$ cat config.mk
export PLATFORM = sky130hd
export DESIGN_NAME = scbp_ram
export DESIGN_NICKNAME = d
export VERILOG_FILES = /design/src/sv/scbp_ram.sv
export SDC_FILE = /design/constraint.sdc
export NUM_CORES = 1
export LEC_CHECK = 0
export BUFFER_PORTS_ARGS = -buffer_cell sky130_fd_sc_hd__buf_2
export CORE_ASPECT_RATIO = 1.25
export CORE_UTILIZATION = 41
export CTS_CLUSTER_SIZE = 30
export DETAILED_ROUTE_END_ITERATION = 6
export PLACE_DENSITY = 0.63
export SLEW_MARGIN = 25
export SYNTH_ARGS = -nofsm -noshare
export SYNTH_HDL_FRONTEND = slang
export SYNTH_SLANG_ARGS = --single-unit
$ cat constraint.sdc
create_clock -name clk -period 2.4 [get_ports clk]
set_clock_uncertainty 0.05 [all_clocks]
set_input_delay 0.24 -clock clk [delete_from_list [all_inputs] [get_ports clk]]
set_output_delay 0.24 -clock clk [all_outputs]
set_load 0.005 [all_outputs]
$ cat src/sv/scbp_ram.sv
`timescale 1ns / 1ps
// generic simple dual port ram, one write and one registered read port
// no dependencies

module scbp_ram #(
  parameter int WIDTH = 8,
  parameter int DEPTH = 16,
  localparam int AW = (DEPTH > 1) ? $clog2(DEPTH) : 1
) (
  input  logic             clk,
  input  logic             we,
  input  logic [AW-1:0]    waddr,
  input  logic [WIDTH-1:0] wdata,
  input  logic [AW-1:0]    raddr,
  output logic [WIDTH-1:0] rdata
);

  logic [WIDTH-1:0] mem [DEPTH];

  always_ff @(posedge clk) begin
    if (we) begin
      mem[waddr] <= wdata;
    end
    rdata <= mem[raddr];
  end

endmodule

==> results_dict.tcl <==
set metrics [dict create \
    port_buffers 25 \
    core_area_sq_mm 0.0122 \
    grt_pass1_vias 2558 \
    netlist_area_sq_mm 0.00515 \
    netlist.area_leader.share_pct 74.7 \
    cts.hold.buffers_added 0 \
    power_density_mw_per_mm2 887 \
    synth_cell_types 19 \
    worstSetupPathType "register to register" \
    grt-ovfl-total 0 \
    gp_congestion 0.759 \
    slowest_delay_ns 0.52 \
    syn-num-nets 247 \
    clk_latency_ns 0.41 \
    ioPinCount 26 \
    cts_resized 0 \
    max_freq_mhz 709 \
    routed_wl_um 9680 \
    initial_utilization_pct 42.1 \
    place_hpwl_um 6300 \
    postCtsSetupBuffers 0 \
    rows 45 \
    antenna_left 0 \
    p_leak_nw 2.11 \
    fin_crit_sh_pct 58.7 \
    dr.pass1.iters 4 \
    crit_chain "mux4_1 -> a22oi_1 -> nand2_1" \
    grt_first_pass_wirelength_um 14900 \
    die_h_um 127 \
    yosys-top-cells-area "edfxtp_1 (75%), mux4_2 (7.9%), mux4_1 (7.1%)" \
    vias 2428 \
    track_usage_pct 17.0 \
    grt_max_degree 33 \
    ys_ff_latch 136 \
    cp_max_fo 1 \
    regArea_sq_mm 0.00400 \
    min_period_ns 1.41 \
    hold_class "input pin to register" \
    drcViolationCount 0 \
    setup_violations 0 \
    cts_tree "built" \
    clock_path_buffers 2 \
    ys_warn_count 0 \
    vias_per_cell 5.26 \
    yosysTopAreaCell "edfxtp_1" \
    max_cap_viol_count 0 \
    worstPathRequired_ns 2.65 \
    synth-seq-area-share_pct 77.8 \
    clkTransAtPathRegs_ns 0.06 \
    area_growth_pct 19.8 \
    hold_path_depth 1 \
    drive_gt1_share_pct 32.6 \
    routed_wire_length_per_instance_um 20.9 \
    slew_violations 0 \
    status "finished clean" \
    tns_ns 0 \
    rr_worst_depth 3 \
    fin_cells 462 \
    crit_arrival_ns 1.66 \
    endpoint_kind "register" \
    dieArea_sq_mm 0.0130 \
    worst_slew_pin_slew_ns 0.718 \
    slew_headroom_pct 52.0 \
    placed_cells 430 \
    h-tree-depth 4 \
    cpMaxStageDelayCell "mux4_1" \
    drtIter0Drc 180 \
    clockRootBuffer "clkbuf_16" \
    postSynthAreaPerCell_sq_um 22.5 \
    numCtsBuffers 17 \
    rsz0062_at_grt "no" \
    final_nets 303 \
    critPathLaunchType "register" \
    antenna_cells 0 \
    max-vdd-ir-drop_v 0.000519 \
    antenna_found_initial 0 \
    die_w_um 102 \
    n_fill_cell 988 \
    finalHoldViolCount 0 \
    synthCells 229 \
    multiInputGateArea_sq_mm 0.00106 \
    cts.sinks 136 \
    whs_ns 0.162 \
]
==> flip-flops by register name (all words and copies together), names as in the netlist <==
register and cells:
mem 128, rdata 8
==> critical path: cells and delay by family, from the launching register on <==
kind / cells / cell delay (ns)
flip-flops: 1 / 0.34
AND/OR/NAND/NOR: 1 / 0.11
multiplexers: 1 / 0.52
AO/OA/AOI/OAI: 1 / 0.27
==> final timing paths <==
kind / from / to / slack (ns)
setup / recovery: mem[1][5] / rdata[5] / 0.99
setup reg to reg: mem[1][5] / rdata[5] / 0.99
hold / removal: wdata[3] / mem[6][3] / 0.16
hold reg to reg: mem[14][4] / rdata[4] / 0.63
==> cells in the mapped netlist <==
master           number
buf_6                 3
and2b_1               1
buf_4                 1
mux4_1               14
nand2b_1              2
and2_1                1
clkdlybuf4s25_2       3
nand2_1               9
or3b_2                1
nand3_1               1
buf_2                 3
nor3_1                4
dfxtp_1               8
edfxtp_1            128
mux4_2               18
a22oi_1              16
nor2_1               13
nand3b_1              2
nor2b_1               1
==> cells in the final DEF (no fill, tap or decap), drive strengths merged <==
cell type | Yosys | final
edfxtp | 128 | 128
buf | 7 | 47
mux4 | 32 | 32
clkbuf | 0 | 18
a22oi | 16 | 16
nor2 | 13 | 13
nand2 | 9 | 9
clkinv | 0 | 9
dfxtp | 8 | 8
nor3 | 4 | 4
bufinv | 0 | 3
nand3b | 2 | 2
nand2b | 2 | 2
clkinvlp | 0 | 2
nor2b | 1 | 1
and2 | 1 | 1
and2b | 1 | 1
nand3 | 1 | 1
or3b | 1 | 1
==> power breakdown <==
group | switching [mW] | internal [mW] | total (mW)
Sequential | 0.0175 | 2.66 | 2.67
Clock | 0.912 | 1.64 | 2.56
Combinational | 0.135 | 0.105 | 0.240
==> cells by family after synthesis <==
group / count (synthesis) / share of synthesized area (%)
AND/OR/NAND/NOR: 35 / 3.18
flip-flops: 136 / 77.8
multiplexers: 32 / 15.0
buffers and inverters: 10 / 1.68
AO/OA/AOI/OAI: 16 / 2.33
==> metrics by stage <==
step / utilization [%] / instance area [sq um] / setup slack [ns] / power (mW)
after floorplan: - / 5150 / 0.617 / 2.85
after global placement: 45.6 / 5570 / 0.616 / 2.96
after detailed placement: 45.6 / 5570 / 0.617 / 2.97
after CTS: 50.5 / 6160 / 1.00 / 5.52
after global routing: 50.5 / 6160 / 0.929 / 5.64
final: 50.5 / 6160 / 0.990 / 5.47
==> per-layer routing <==
metal	track usage (%)	vias up	part of all wire, %
met2	27.2	71	50
li1	-	1086	-
met1	20.5	1256	43
met5	0	-	0
met4	8.24	0	2.5
met3	5.80	15	4.0
==> final cells by class <==
class | instances | share of cell area (%)
Tap cell | 164 | 3.33
Timing Repair Buffer | 47 | 4.91
Sequential cell | 136 | 64.9
Multi-Input combinational cell | 83 | 17.2
Clock inverter | 14 | 2.54
Clock buffer | 18 | 7.12
Power figures use the tool's default switching activity.
