$ cat src/sv/scbp_pkg.sv
`timescale 1ns / 1ps
// shared constants, types and helpers for the sparse csc block partition core
// no dependencies

package scbp_pkg;

  localparam int MAX_BLOCKS    = 4;
  localparam int MAX_BLOCK_DIM = 64;
  localparam int TILE_CAPACITY = 1024;

  localparam int NTILES        = MAX_BLOCKS * MAX_BLOCKS;
  localparam int PTRS_PER_TILE = MAX_BLOCK_DIM + 1;
  localparam int CC_DEPTH      = NTILES * PTRS_PER_TILE;
  localparam int CC_AW         = $clog2(CC_DEPTH);
  localparam int RS_DEPTH      = NTILES * TILE_CAPACITY;
  localparam int RS_AW         = $clog2(RS_DEPTH);
  localparam int TILE_W        = $clog2(NTILES);
  localparam int CNT_W         = $clog2(TILE_CAPACITY + 1);

  localparam int MODE_W     = 2;
  localparam int COORD_W    = 8;
  localparam int BSEL_W     = 2;
  localparam int LCOL_W     = 7;
  localparam int SLOT_W     = 10;
  localparam int LROW_W     = 6;
  localparam int PTR_W      = 11;
  localparam int STAT_W     = 2;
  localparam int NB_W       = 3;
  localparam int DIM_W      = 7;
  localparam int CFG_IDX_W  = 2;
  localparam int CFG_DATA_W = 7;

  localparam logic [NB_W-1:0]  NB_RESET  = NB_W'(4);
  localparam logic [DIM_W-1:0] DIM_RESET = DIM_W'(64);

  localparam logic [MODE_W-1:0] MODE_ENTER = 2'd0;
  localparam logic [MODE_W-1:0] MODE_PTR   = 2'd1;
  localparam logic [MODE_W-1:0] MODE_FINAL = 2'd2;
  localparam logic [MODE_W-1:0] MODE_ROW   = 2'd3;

  localparam logic [STAT_W-1:0] STAT_OK    = 2'd0;
  localparam logic [STAT_W-1:0] STAT_RANGE = 2'd1;
  localparam logic [STAT_W-1:0] STAT_FULL  = 2'd2;
  localparam logic [STAT_W-1:0] STAT_FINAL = 2'd3;

  localparam logic [CFG_IDX_W-1:0] CFG_NUM_BLOCKS = 2'd0;
  localparam logic [CFG_IDX_W-1:0] CFG_BLOCK_DIM  = 2'd1;

  typedef struct packed {
    logic              done;
    logic [BSEL_W-1:0] tr;
    logic [BSEL_W-1:0] tc;
    logic [LROW_W-1:0] lr;
    logic [LROW_W-1:0] lc;
  } scbp_div_res_t;

  typedef struct packed {
    logic [BSEL_W-1:0] tile_row;
    logic [BSEL_W-1:0] tile_col;
    logic [LROW_W-1:0] local_row;
    logic [SLOT_W-1:0] slot;
    logic [PTR_W-1:0]  pointer;
    logic [STAT_W-1:0] status;
  } scbp_res_t;

  function automatic logic [NB_W-1:0] eff_blocks(input logic [NB_W-1:0] v);
    logic [NB_W-1:0] r;
    if (v == NB_W'(0)) r = NB_W'(1);
    else if (v > NB_W'(MAX_BLOCKS)) r = NB_W'(MAX_BLOCKS);
    else r = v;
    return r;
  endfunction

  function automatic logic [DIM_W-1:0] eff_dim(input logic [DIM_W-1:0] v);
    logic [DIM_W-1:0] r;
    if (v == DIM_W'(0)) r = DIM_W'(1);
    else if (v > DIM_W'(MAX_BLOCK_DIM)) r = DIM_W'(MAX_BLOCK_DIM);
    else r = v;
    return r;
  endfunction

  function automatic scbp_res_t mk_res(input logic [BSEL_W-1:0] tr,
                                       input logic [BSEL_W-1:0] tc,
                                       input logic [LROW_W-1:0] lr,
                                       input logic [SLOT_W-1:0] sl,
                                       input logic [PTR_W-1:0]  ptr,
                                       input logic [STAT_W-1:0] st);
    scbp_res_t r;
    r.tile_row  = tr;
    r.tile_col  = tc;
    r.local_row = lr;
    r.slot      = sl;
    r.pointer   = ptr;
    r.status    = st;
    return r;
  endfunction

endpackage

$ cat src/sv/scbp_tile_div.sv
`timescale 1ns / 1ps
// iterative tile index divider: row and col by block_dim, one subtract per cycle
// depends on scbp_pkg

module scbp_tile_div (
  input  logic                          clk,
  input  logic                          rst_n,
  input  logic                          start,
  input  logic [scbp_pkg::COORD_W-1:0]  row,
  input  logic [scbp_pkg::COORD_W-1:0]  col,
  input  logic [scbp_pkg::DIM_W-1:0]    dim,
  output scbp_pkg::scbp_div_res_t       res
);
  import scbp_pkg::*;

  logic               busy_r;
  logic [COORD_W-1:0] rrow_r;
  logic [COORD_W-1:0] rcol_r;
  logic [BSEL_W-1:0]  qrow_r;
  logic [BSEL_W-1:0]  qcol_r;
  logic [COORD_W-1:0] dim_ext;
  logic               row_ge;
  logic               col_ge;

  assign dim_ext = COORD_W'(dim);
  assign row_ge  = rrow_r >= dim_ext;
  assign col_ge  = rcol_r >= dim_ext;

  always_ff @(posedge clk) begin
    if (!rst_n) begin
      busy_r <= 1'b0;
    end else if (start) begin
      busy_r <= 1'b1;
      rrow_r <= row;
      rcol_r <= col;
      qrow_r <= '0;
      qcol_r <= '0;
    end else if (busy_r) begin
      if (row_ge) begin
        rrow_r <= rrow_r - dim_ext;
        qrow_r <= qrow_r + BSEL_W'(1);
      end
      if (col_ge) begin
        rcol_r <= rcol_r - dim_ext;
        qcol_r <= qcol_r + BSEL_W'(1);
      end
      if (!row_ge && !col_ge) begin
        busy_r <= 1'b0;
      end
    end
  end

  assign res.done = busy_r && !row_ge && !col_ge;
  assign res.tr   = qrow_r;
  assign res.tc   = qcol_r;
  assign res.lr   = rrow_r[LROW_W-1:0];
  assign res.lc   = rcol_r[LROW_W-1:0];

endmodule

$ cat config.mk
export PLATFORM = sky130hd
export DESIGN_NAME = scbp_tile_div
export DESIGN_NICKNAME = d
export VERILOG_FILES = /design/src/sv/scbp_pkg.sv /design/src/sv/scbp_tile_div.sv
export SDC_FILE = /design/constraint.sdc
export NUM_CORES = 1
export LEC_CHECK = 0
export BUFFER_PORTS_ARGS = -buffer_cell sky130_fd_sc_hd__buf_2
export CAP_MARGIN = 20
export CORE_MARGIN = 5
export CORE_UTILIZATION = 53
export CTS_BUF_LIST = sky130_fd_sc_hd__clkbuf_16
export DETAILED_ROUTE_END_ITERATION = 12
export PLACE_DENSITY = 0.79
export SLEW_MARGIN = 15
export SYNTH_ARGS = -nofsm -noshare
export SYNTH_HDL_FRONTEND = slang
export SYNTH_SLANG_ARGS = --single-unit
$ cat constraint.sdc
create_clock -name clk -period 3.3 [get_ports clk]
set_clock_uncertainty 0.2 [all_clocks]
set_input_delay 0.495 -clock clk [delete_from_list [all_inputs] [get_ports clk]]
set_output_delay 0.495 -clock clk [all_outputs]
set_load 0.005 [all_outputs]
==> flow_summary_export.csv, run 1 <==
group,metric,value,unit
yosys,ys_seq_elements,21,
yosys,synth_area_leaders,"edfxtp_1 37%, ha_1 11%, buf_4 5.5%, nand2_1 4.6%, o21a_1 3.7%",
worst_setup_path,end_kind,"output pin",
floorplanning,die_x,65.6,um
status,outcome,"finished clean",
yosys,synth_nets,212,
yosys,synth.distinct_cells,40,
floorplanning,start_util,0.546,
sta,timing.final.max_slew_violations,0,
global_route,grt_use_total,0.171,
global_route,grt_max_degree,38,
sta,holdWs,0.317,ns
yosys,ys.flop_type,"edfxtp_1",
hold_path,min_path_type,"in2reg",
yosys,ys_warn_count,0,
worst_setup_path,critPathSlowestCell,"fa_1",
worst_setup_path,cp_max_fo,3,
sta,setup_viol,0,
yosys,synthTopCellsByCount,"20 x edfxtp_1, 20 x nand2_1, 15 x inv_1",
global_route,antenna_found_initial,0,
sta,relSlewSlack,0.425,
worst_setup_path,cp_common_cell,"inv_1",
hold_path,worstHoldStart,"col[3]",
sta,clock.fmax,318,MHz
routing,drt-initial-drc-count,44,
worst_setup_path,cp_num_buf_inv,3,
pwr,p_total,0.861,mW
sta,post-route-min-period,3.15,ns
clocking,cts_root_buffer,"clkbuf_16",
yosys,synth.top_cell.area_share,0.366,
worst_setup_path,cp-start-kind,"register",
floorplanning,die_h,65.6,um
floorplanning,die-area,0.00430,mm2
floorplanning,core,0.00300,mm2
clocking,cts_max_level,1,
pwr,leakage,0.853,nW
place,dp_hpwl,2690,um
place,dp_cells,231,
worst_setup_path,crit_type,"reg2out",
worst_setup_path,r2r-start,"rrow_r[0]$_DFFE_PP_",
routing,viasPerCell,5.65,
floorplanning,io_pins,43,
routing,dr.pass1.iters,4,
clocking,clk_pin_slew_worst_paths,0.06,ns
sta,rsz0062_at_grt,"no",
run,max-cap-violations,0,
sta,fin_setup_tns,0,ns
cells_and_area,diodes,0,
floorplanning,fp-row-count,20,
worst_setup_path,reg2reg_slack,0.62,ns
sta,post-route-period-util,0.953,
clocking,tritoncts,"done",
cells_and_area,final_cells,236,
global_route,grt_pass1_vias,1321,
yosys,synth_seq_area_share,0.379,
yosys,synth.largest_area_cell,"edfxtp_1",
sta,hold_viol,0,
yosys,synthCells,170,
sta,layout_setup_ws,0.155,ns
routing,dr_total_vias,1333,
routing,post-route-drc-count,0,
place,place.gp.congestion,0.909,
cells_and_area,final_area,0.00189,mm2
yosys,syn_avg_cell_area,9.64,um2
cells_and_area,nets,246,
worst_setup_path,cp_cell_sequence,"inv_1, ha_1, inv_1, fa_1, a21o_1, a21oi_4, nand3_2, a311oi_2, and3_1, buf_2",
worst_setup_path,cp.arrival,2.45,ns
worst_setup_path,worstPathRequired,2.60,ns
cells_and_area,synthToLayoutAreaGrowth,15.4,%
routing,drtAntennaViolNets,0,
yosys,async_reset_ff_frac,0,
pwr,power_density,455,mW/mm2
yosys,synthesis.area,0.00164,mm2
sta,tightest_slew,0.860,ns
routing,drt-total-wl,3500,um
global_route,grt_pass1_wl,5750,um
place,postPlaceCellArea,0.00180,mm2
hold_path,worstHoldPathCells,3,
global_route,grt_overflow_total,0,
worst_setup_path,max_stage_delay,0.42,ns
hold_path,hold_end,"rcol_r[3]$_DFFE_PP_",
yosys,synth_enable_flop_cells,20,
cells_and_area,finish.utilization,0.630,
place,dp_slack,0.290,ns
worst_setup_path,crit_family,"compound AO/OA/AOI/OAI gates",
worst_setup_path,r2r_cells,10,
cells_and_area,drive_above_1_share,0.281,
worst_setup_path,rr_endpoint,"rrow_r[7]$_DFFE_PP_",
clocking,clock_latency,0.25,ns
routing,wl_per_cell,14.8,um
clocking,clockBufferDepth,2,
clocking,cts_inserted_buffers,3,
pwr,ir_drop,0.249,mV
clocking,clkSinkCount,21,
place,io_buffers,42,
power breakdown:
| group | leakage (nW) | switching, mW | internal [mW] |
|---|---|---|---|
| registers | 0.200 | 0.0152 | 0.329 |
| logic | 0.611 | 0.140 | 0.123 |
| clock network | 0.0423 | 0.0925 | 0.161 |
| total | 0.853 | 0.248 | 0.614 |
sequential cells by signal, summed over array words and instances (netlist names):
signal and flops:
busy_r 1, qcol_r 2, qrow_r 2, rcol_r 8
rrow_r 8
tightest hold or removal path: stages:
cell     delay [ns]
buf_2          0.08
nand2_1        0.04
o31ai_1        0.05
cells by family after synthesis:
group / after synthesis / synth area share
and+or+nand+nor: 49 / 0.144
buffers and inverters: 31 / 0.100
AOI/OAI and AO/OA: 41 / 0.175
xor gates and xnor gates: 7 / 0.0374
DFF: 21 / 0.379
adders and majority gates: 16 / 0.131
muxes: 5 / 0.0336
layout by cell type, fill, tap and decap left out, types with 2 or more instances in the layout:
cell and n:
xor2_1 2, nor3_1 4, clkbuf_16 3, o21a_1 8, o21ai_0 9, o31a_1 2
buf_4 3, nand2_1 20, o31ai_1 6, fa_1 2, and3_1 2, inv_1 16
nor2b_1 4, a21oi_1 6, nor2_1 9, mux2_2 4, ha_1 14, xnor2_1 5
nand4_1 2, edfxtp_1 20, buf_2 42, nand3_1 2
per-layer routing:
metal	track usage	vias to the layer above	share of wire
met1	0.204	623	0.42
li1	-	665	-
met4	0.0544	0	0.0097
met3	0.0342	6	0.054
met5	0	-	0
met2	0.306	39	0.51
how the worst max path moves through the flow:
stage	startpoint	end	slack (ns)	cells past startpoint
after CTS	rrow_r[0]$_DFFE_PP_	res[16]	0.15	10
after floorplan	dim[0]	qrow_r[0]$_SDFFCE_PP0P_	0.53	8
final	rrow_r[0]$_DFFE_PP_	res[16]	0.15	10
after global routing	rrow_r[0]$_DFFE_PP_	res[16]	0.02	10
after global placement	dim[0]	res[16]	0.34	10
after detailed placement	dim[0]	res[16]	0.29	10
timing repair:
item | CTS | global route
setup buffers | 0 | 1
hold buffers | 0 | 0
endpoints found under the setup margin | 0 | 1
gates resized for setup | 0 | 1
layout make-up:
cell class | count | area (um2)
clock inverter | 1 | 3.75
sequential | 21 | 621
clock buffer | 3 | 75.1
tap | 33 | 41.3
timing repair buffer | 45 | 233
fill | 265 | 1110
inverter | 15 | 56.3
multi-input combinational | 118 | 862
Note: power is estimated with default switching activity, not from simulation.
==> run 2, diff against run 1 <==
--- a/config.mk
+++ b/config.mk
@@ -9,7 +9,7 @@
 export CAP_MARGIN = 20
 export CORE_MARGIN = 5
 export CORE_UTILIZATION = 53
-export CTS_BUF_LIST = sky130_fd_sc_hd__clkbuf_16
+export CTS_BUF_LIST = sky130_fd_sc_hd__clkbuf_8 sky130_fd_sc_hd__clkbuf_16
 export DETAILED_ROUTE_END_ITERATION = 12
 export PLACE_DENSITY = 0.79
 export SLEW_MARGIN = 15
==> run 2 against run 1 <==
Against the previous run:
- routed wire length is 2.6% lower
- via count is 1.4% lower
- critical path depth stayed put
- setup slack better by 0.057 ns
- first-iteration DRC count is 66% higher
- register-to-register slack better by 0.02 ns
- power is 11% lower
- hold slack worse by 0.0085 ns
- combinational power is 2% lower
- global-route usage is 0.47 points lower
- largest cell class unchanged
==> flow_summary_export.csv, run 2 (synthesis gave the netlist of run 1 again) <==
group,metric,value,unit
sta,clock.fmax,324,MHz
routing,drt-initial-drc-count,73,
global_route,grt_overflow_total,0,
place,place.gp.congestion,0.909,
floorplanning,die_x,65.6,um
global_route,grt_use_total,0.166,
routing,dr_total_vias,1314,
routing,viasPerCell,5.57,
sta,setup_viol,0,
global_route,grt_pass1_wl,5680,um
sta,post-route-min-period,3.09,ns
sta,tightest_slew,0.900,ns
sta,rsz0062_at_grt,"no",
clocking,hold_buffers,0,
clocking,clk_pin_slew_worst_paths,0.08,ns
global_route,grt_max_degree,38,
global_route,grt_pass1_vias,1297,
clocking,tritoncts,"done",
worst_setup_path,cp.arrival,2.39,ns
clocking,cts_max_level,1,
run,max-cap-violations,0,
floorplanning,io_pins,43,
floorplanning,core,0.00300,mm2
global_route,antenna_found_initial,0,
routing,post-route-drc-count,0,
cells_and_area,drive_above_1_share,0.286,
worst_setup_path,end_kind,"output pin",
worst_setup_path,cp_max_fo,3,
cells_and_area,multiInputGateArea,857,um2
clocking,cts_inserted_buffers,3,
routing,drtAntennaViolNets,0,
clocking,clock_latency,0.26,ns
worst_setup_path,worstPathRequired,2.60,ns
cells_and_area,most-common-layout-cells,"42 x buf_2, 20 x nand2_1, 20 x edfxtp_1",
sta,hold_viol,0,
sta,post-route-period-util,0.936,
cells_and_area,fillerInstances,271,
place,dp_hpwl,2690,um
cells_and_area,nets,246,
hold_path,min_path_type,"in2reg",
floorplanning,fp-row-count,20,
clocking,cts_root_buffer,"clkbuf_8",
cells_and_area,diodes,0,
pwr,power_density,416,mW/mm2
cells_and_area,synthToLayoutAreaGrowth,13.1,%
floorplanning,start_util,0.546,
clocking,clkSinkCount,21,
hold_path,worstHoldPathCells,3,
status,outcome,"finished clean",
cells_and_area,layout_commonest_cell,"buf_2",
floorplanning,die-area,0.00430,mm2
pwr,ir_drop,0.249,mV
cells_and_area,final_cells,236,
worst_setup_path,crit_type,"reg2out",
cells_and_area,top_regs,"rcol_r x8, rrow_r x8",
routing,drt-total-wl,3410,um
cells_and_area,seqCellArea,621,um2
sta,timing.final.max_slew_violations,0,
worst_setup_path,cp-start-kind,"register",
routing,dr.pass1.iters,4,
pwr,leakage,0.836,nW
sta,holdWs,0.309,ns
routing,wl_per_cell,14.4,um
floorplanning,die_h,65.6,um
clocking,clockBufferDepth,2,
worst_setup_path,r2r_cells,9,
sta,relSlewSlack,0.399,
place,io_buffers,42,
sta,fin_setup_tns,0,ns
pwr,p_total,0.770,mW
place,dp_cells,231,
## run 2: cell count changes in the layout (fill, tap and decap cells not counted)
cell and delta:
a21oi_4 -1, fa_2 +1, fa_1 -1, a21oi_2 +1
clkbuf_8 +3, clkbuf_16 -3
## run 2: layer usage
| metal | track usage | part of all wire |
|---|---|---|
| met2 | 0.295 | 0.51 |
| met5 | 0 | 0 |
| met3 | 0.0291 | 0.060 |
| met4 | 0.0389 | 0.0065 |
| met1 | 0.209 | 0.43 |
## run 2: worst max-delay path: stages, from the launching register on
cell and delay [ns]:
edfxtp_1 0.39, inv_1 0.07, ha_1 0.16, inv_1 0.06
fa_2 0.36, a21o_1 0.17, a21oi_2 0.19, nand3_2 0.09
a311oi_2 0.33, and3_1 0.20, buf_2 0.11
## run 2: layout make-up
type                    count  share of cell area
clock buffers               3              0.0223
multi-input cells         118               0.463
inverters                  15              0.0304
well taps                  33              0.0223
clock inverters             1             0.00203
flip-flops and latches     21               0.335
repair buffers             45               0.126
## run 2: where the power goes
part	internal [mW]	total, mW	leakage [nW]	switching [mW]
sequential	0.328	0.344	0.200	0.0153
combinational	0.122	0.259	0.609	0.137
clock	0.0829	0.167	0.0269	0.0843
## run 2: path summary, 6_finish.rpt
| check | start | end | slack, ns |
|---|---|---|---|
| setup / recovery | rrow_r[0]$_DFFE_PP_ | res[16] | 0.21 |
| hold / removal | col[3] | rcol_r[3]$_DFFE_PP_ | 0.31 |
| setup reg to reg | rcol_r[0]$_DFFE_PP_ | rcol_r[6]$_DFFE_PP_ | 0.64 |
| hold reg to reg | busy_r$_SDFF_PN0_ | busy_r$_SDFF_PN0_ | 0.37 |
## run 2: timing repair
item / CTS / global route
setup endpoints to repair: 0 / 1
setup buffers: 0 / 1
endpoints found under the hold margin: 0 / 0
resized for setup: 0 / 1
## run 2: per-stage QoR
step	utilization	worst slack, ns	instance area, um2
6_report	0.617	0.212	1850
5_1_grt	0.617	0.0497	1850
4_1_cts	0.614	0.163	1840
3_5_place_dp	0.599	0.290	1800
3_3_place_gp	0.599	0.343	1800
2_1_floorplan	-	0.529	1640
==> run 3, diff against run 2 <==
--- a/config.mk
+++ b/config.mk
@@ -12,6 +12,7 @@
 export CTS_BUF_LIST = sky130_fd_sc_hd__clkbuf_8 sky130_fd_sc_hd__clkbuf_16
 export DETAILED_ROUTE_END_ITERATION = 12
 export PLACE_DENSITY = 0.79
+export REMOVE_ABC_BUFFERS = 1
 export SLEW_MARGIN = 15
 export SYNTH_ARGS = -nofsm -noshare
 export SYNTH_HDL_FRONTEND = slang
==> run 3 against run 2 <==
Against the previous run:
- clock power about the same
- cell count shrank 0.42%
- hold slack got worse by 0.0042 ns
- die area stayed put
- via count is 3.2% higher
- fmax decreased by 1.4%
- sequential cell count unchanged
- first-iteration DRC count is 19% lower
- global-route usage up 0.48 points
- setup slack got worse by 0.044 ns
- register-to-register slack worse by 0.02 ns
- largest power group unchanged
==> flow_summary_export.csv, run 3 (synthesis gave the netlist of run 1 again) <==
group,metric,value,unit
floorplanning,start_util,0.546,
cells_and_area,diodes,0,
sta,timing.final.max_slew_violations,0,
pwr,pwr-share-clk,0.216,
floorplanning,core,0.00300,mm2
pwr,power_density,416,mW/mm2
routing,dr_total_vias,1356,
pwr,power.share.switching,0.308,
sta,post-route-period-util,0.949,
worst_setup_path,cp.arrival,2.44,ns
routing,drt-total-wl,3550,um
cells_and_area,synthToLayoutAreaGrowth,12.4,%
sta,clock.fmax,319,MHz
floorplanning,die_h,65.6,um
clocking,cts_max_level,1,
global_route,grt_overflow_total,0,
clocking,cts_inserted_buffers,3,
worst_setup_path,worstPathRequired,2.60,ns
sta,tightest_slew,0.829,ns
cells_and_area,top_regs,"rcol_r x8, rrow_r x8",
global_route,grt_use_total,0.171,
global_route,antenna_found_initial,0,
clocking,post-cts-setup-buffers,0,
floorplanning,die-area,0.00430,mm2
sta,layout_setup_ws,0.168,ns
cells_and_area,finish.utilization,0.614,
place,place.gp.congestion,0.861,
global_route,grt_pass1_vias,1393,
worst_setup_path,cp_max_fo,3,
pwr,p_total,0.767,mW
pwr,combPwrFrac,0.334,
cells_and_area,layout_commonest_cell,"buf_2",
routing,post-route-drc-count,0,
routing,drt-initial-drc-count,59,
pwr,ir_drop,0.317,mV
pwr,power.switching,0.236,mW
pwr,internal-power,0.531,mW
clocking,tritoncts,"done",
routing,wl_per_cell,15.1,um
pwr,leakage,0.831,nW
sta,hold_viol,0,
cells_and_area,drive_above_1_share,0.277,
worst_setup_path,cp-start-kind,"register",
floorplanning,io_pins,43,
status,outcome,"finished clean",
place,io_buffers,42,
sta,rsz0062_at_grt,"no",
routing,dr.pass1.iters,5,
cells_and_area,most-common-layout-cells,"42 x buf_2, 20 x nand2_1, 20 x edfxtp_1",
pwr,seq_power_share,0.450,
global_route,grt_pass1_wl,5740,um
clocking,clk_pin_slew_worst_paths,0.08,ns
sta,relSlewSlack,0.446,
sta,post-route-min-period,3.13,ns
cells_and_area,nets,245,
clocking,hold_buffers,0,
cells_and_area,final_cells,235,
place,dp_slack,0.284,ns
sta,setup_viol,0,
run,max-cap-violations,0,
clocking,clock_latency,0.26,ns
worst_setup_path,crit_type,"reg2out",
clocking,clockBufferDepth,2,
place,dp_cells,231,
clocking,cts_resized,0,
place,dp_hpwl,2920,um
clocking,clkSinkCount,21,
routing,drtAntennaViolNets,0,
routing,viasPerCell,5.77,
worst_setup_path,end_kind,"output pin",
clocking,cts_root_buffer,"clkbuf_8",
floorplanning,fp-row-count,20,
floorplanning,die_x,65.6,um
hold_path,min_path_type,"in2reg",
global_route,grt_max_degree,22,
sta,fin_setup_tns,0,ns
[run 3: cell types whose count changed in the layout (fill, tap and decap cells not counted), sizes merged]
cell	change
buf	-1
[run 3: metrics by stage]
| step | hold slack (ns) | area [um2] |
|---|---|---|
| 5_1_grt | 0.311 | 1840 |
| 4_1_cts | 0.302 | 1840 |
| 6_report | 0.304 | 1840 |
| 3_5_place_dp | 0.367 | 1800 |
| 3_3_place_gp | 0.342 | 1800 |
| 2_1_floorplan | 0.320 | 1530 |
[run 3: routing by layer]
metal	wire length [um]	GRT usage
met2	1810	0.315
met3	246	0.0513
met4	87	0.0596
met5	0	0
met1	1400	0.183
[run 3: layout make-up]
class | instances | area (um2)
Sequential cell | 21 | 621
Clock inverter | 1 | 3.75
Fill cell | 267 | 1160
Clock buffer | 3 | 41.3
Inverter | 15 | 56.3
Timing Repair Buffer | 44 | 225
Multi-Input combinational cell | 118 | 855
Tap cell | 33 | 41.3
[run 3: worst max-delay path, stage by stage (launching register included)]
cell and delay [ns]:
edfxtp_1 0.40, inv_1 0.07, ha_1 0.15, inv_1 0.06, fa_1 0.41, a21o_1 0.19, a21oi_2 0.22, nand3_2 0.09
a311oi_2 0.30, and3_1 0.18, buf_2 0.10
[run 3: worst paths after layout]
kind | endpoint | start | cells after the start | slack, ns
max | res[16] | rrow_r[0]$_DFFE_PP_ | 10 | 0.17
min | rcol_r[5]$_DFFE_PP_ | col[5] | 3 | 0.30
max reg2reg | rrow_r[0]$_DFFE_PP_ | rrow_r[0]$_DFFE_PP_ | 10 | 0.62
min reg2reg | busy_r$_SDFF_PN0_ | busy_r$_SDFF_PN0_ | 2 | 0.37
[run 3: power groups by stage]
stage	clock (mW)	sequential [mW]	combinational [mW]
2_1_floorplan	0	0.350	0.173
3_3_place_gp	0	0.349	0.242
3_5_place_dp	0	0.352	0.255
4_1_cts	0.170	0.346	0.257
5_1_grt	0.181	0.348	0.287
6_report	0.166	0.346	0.256
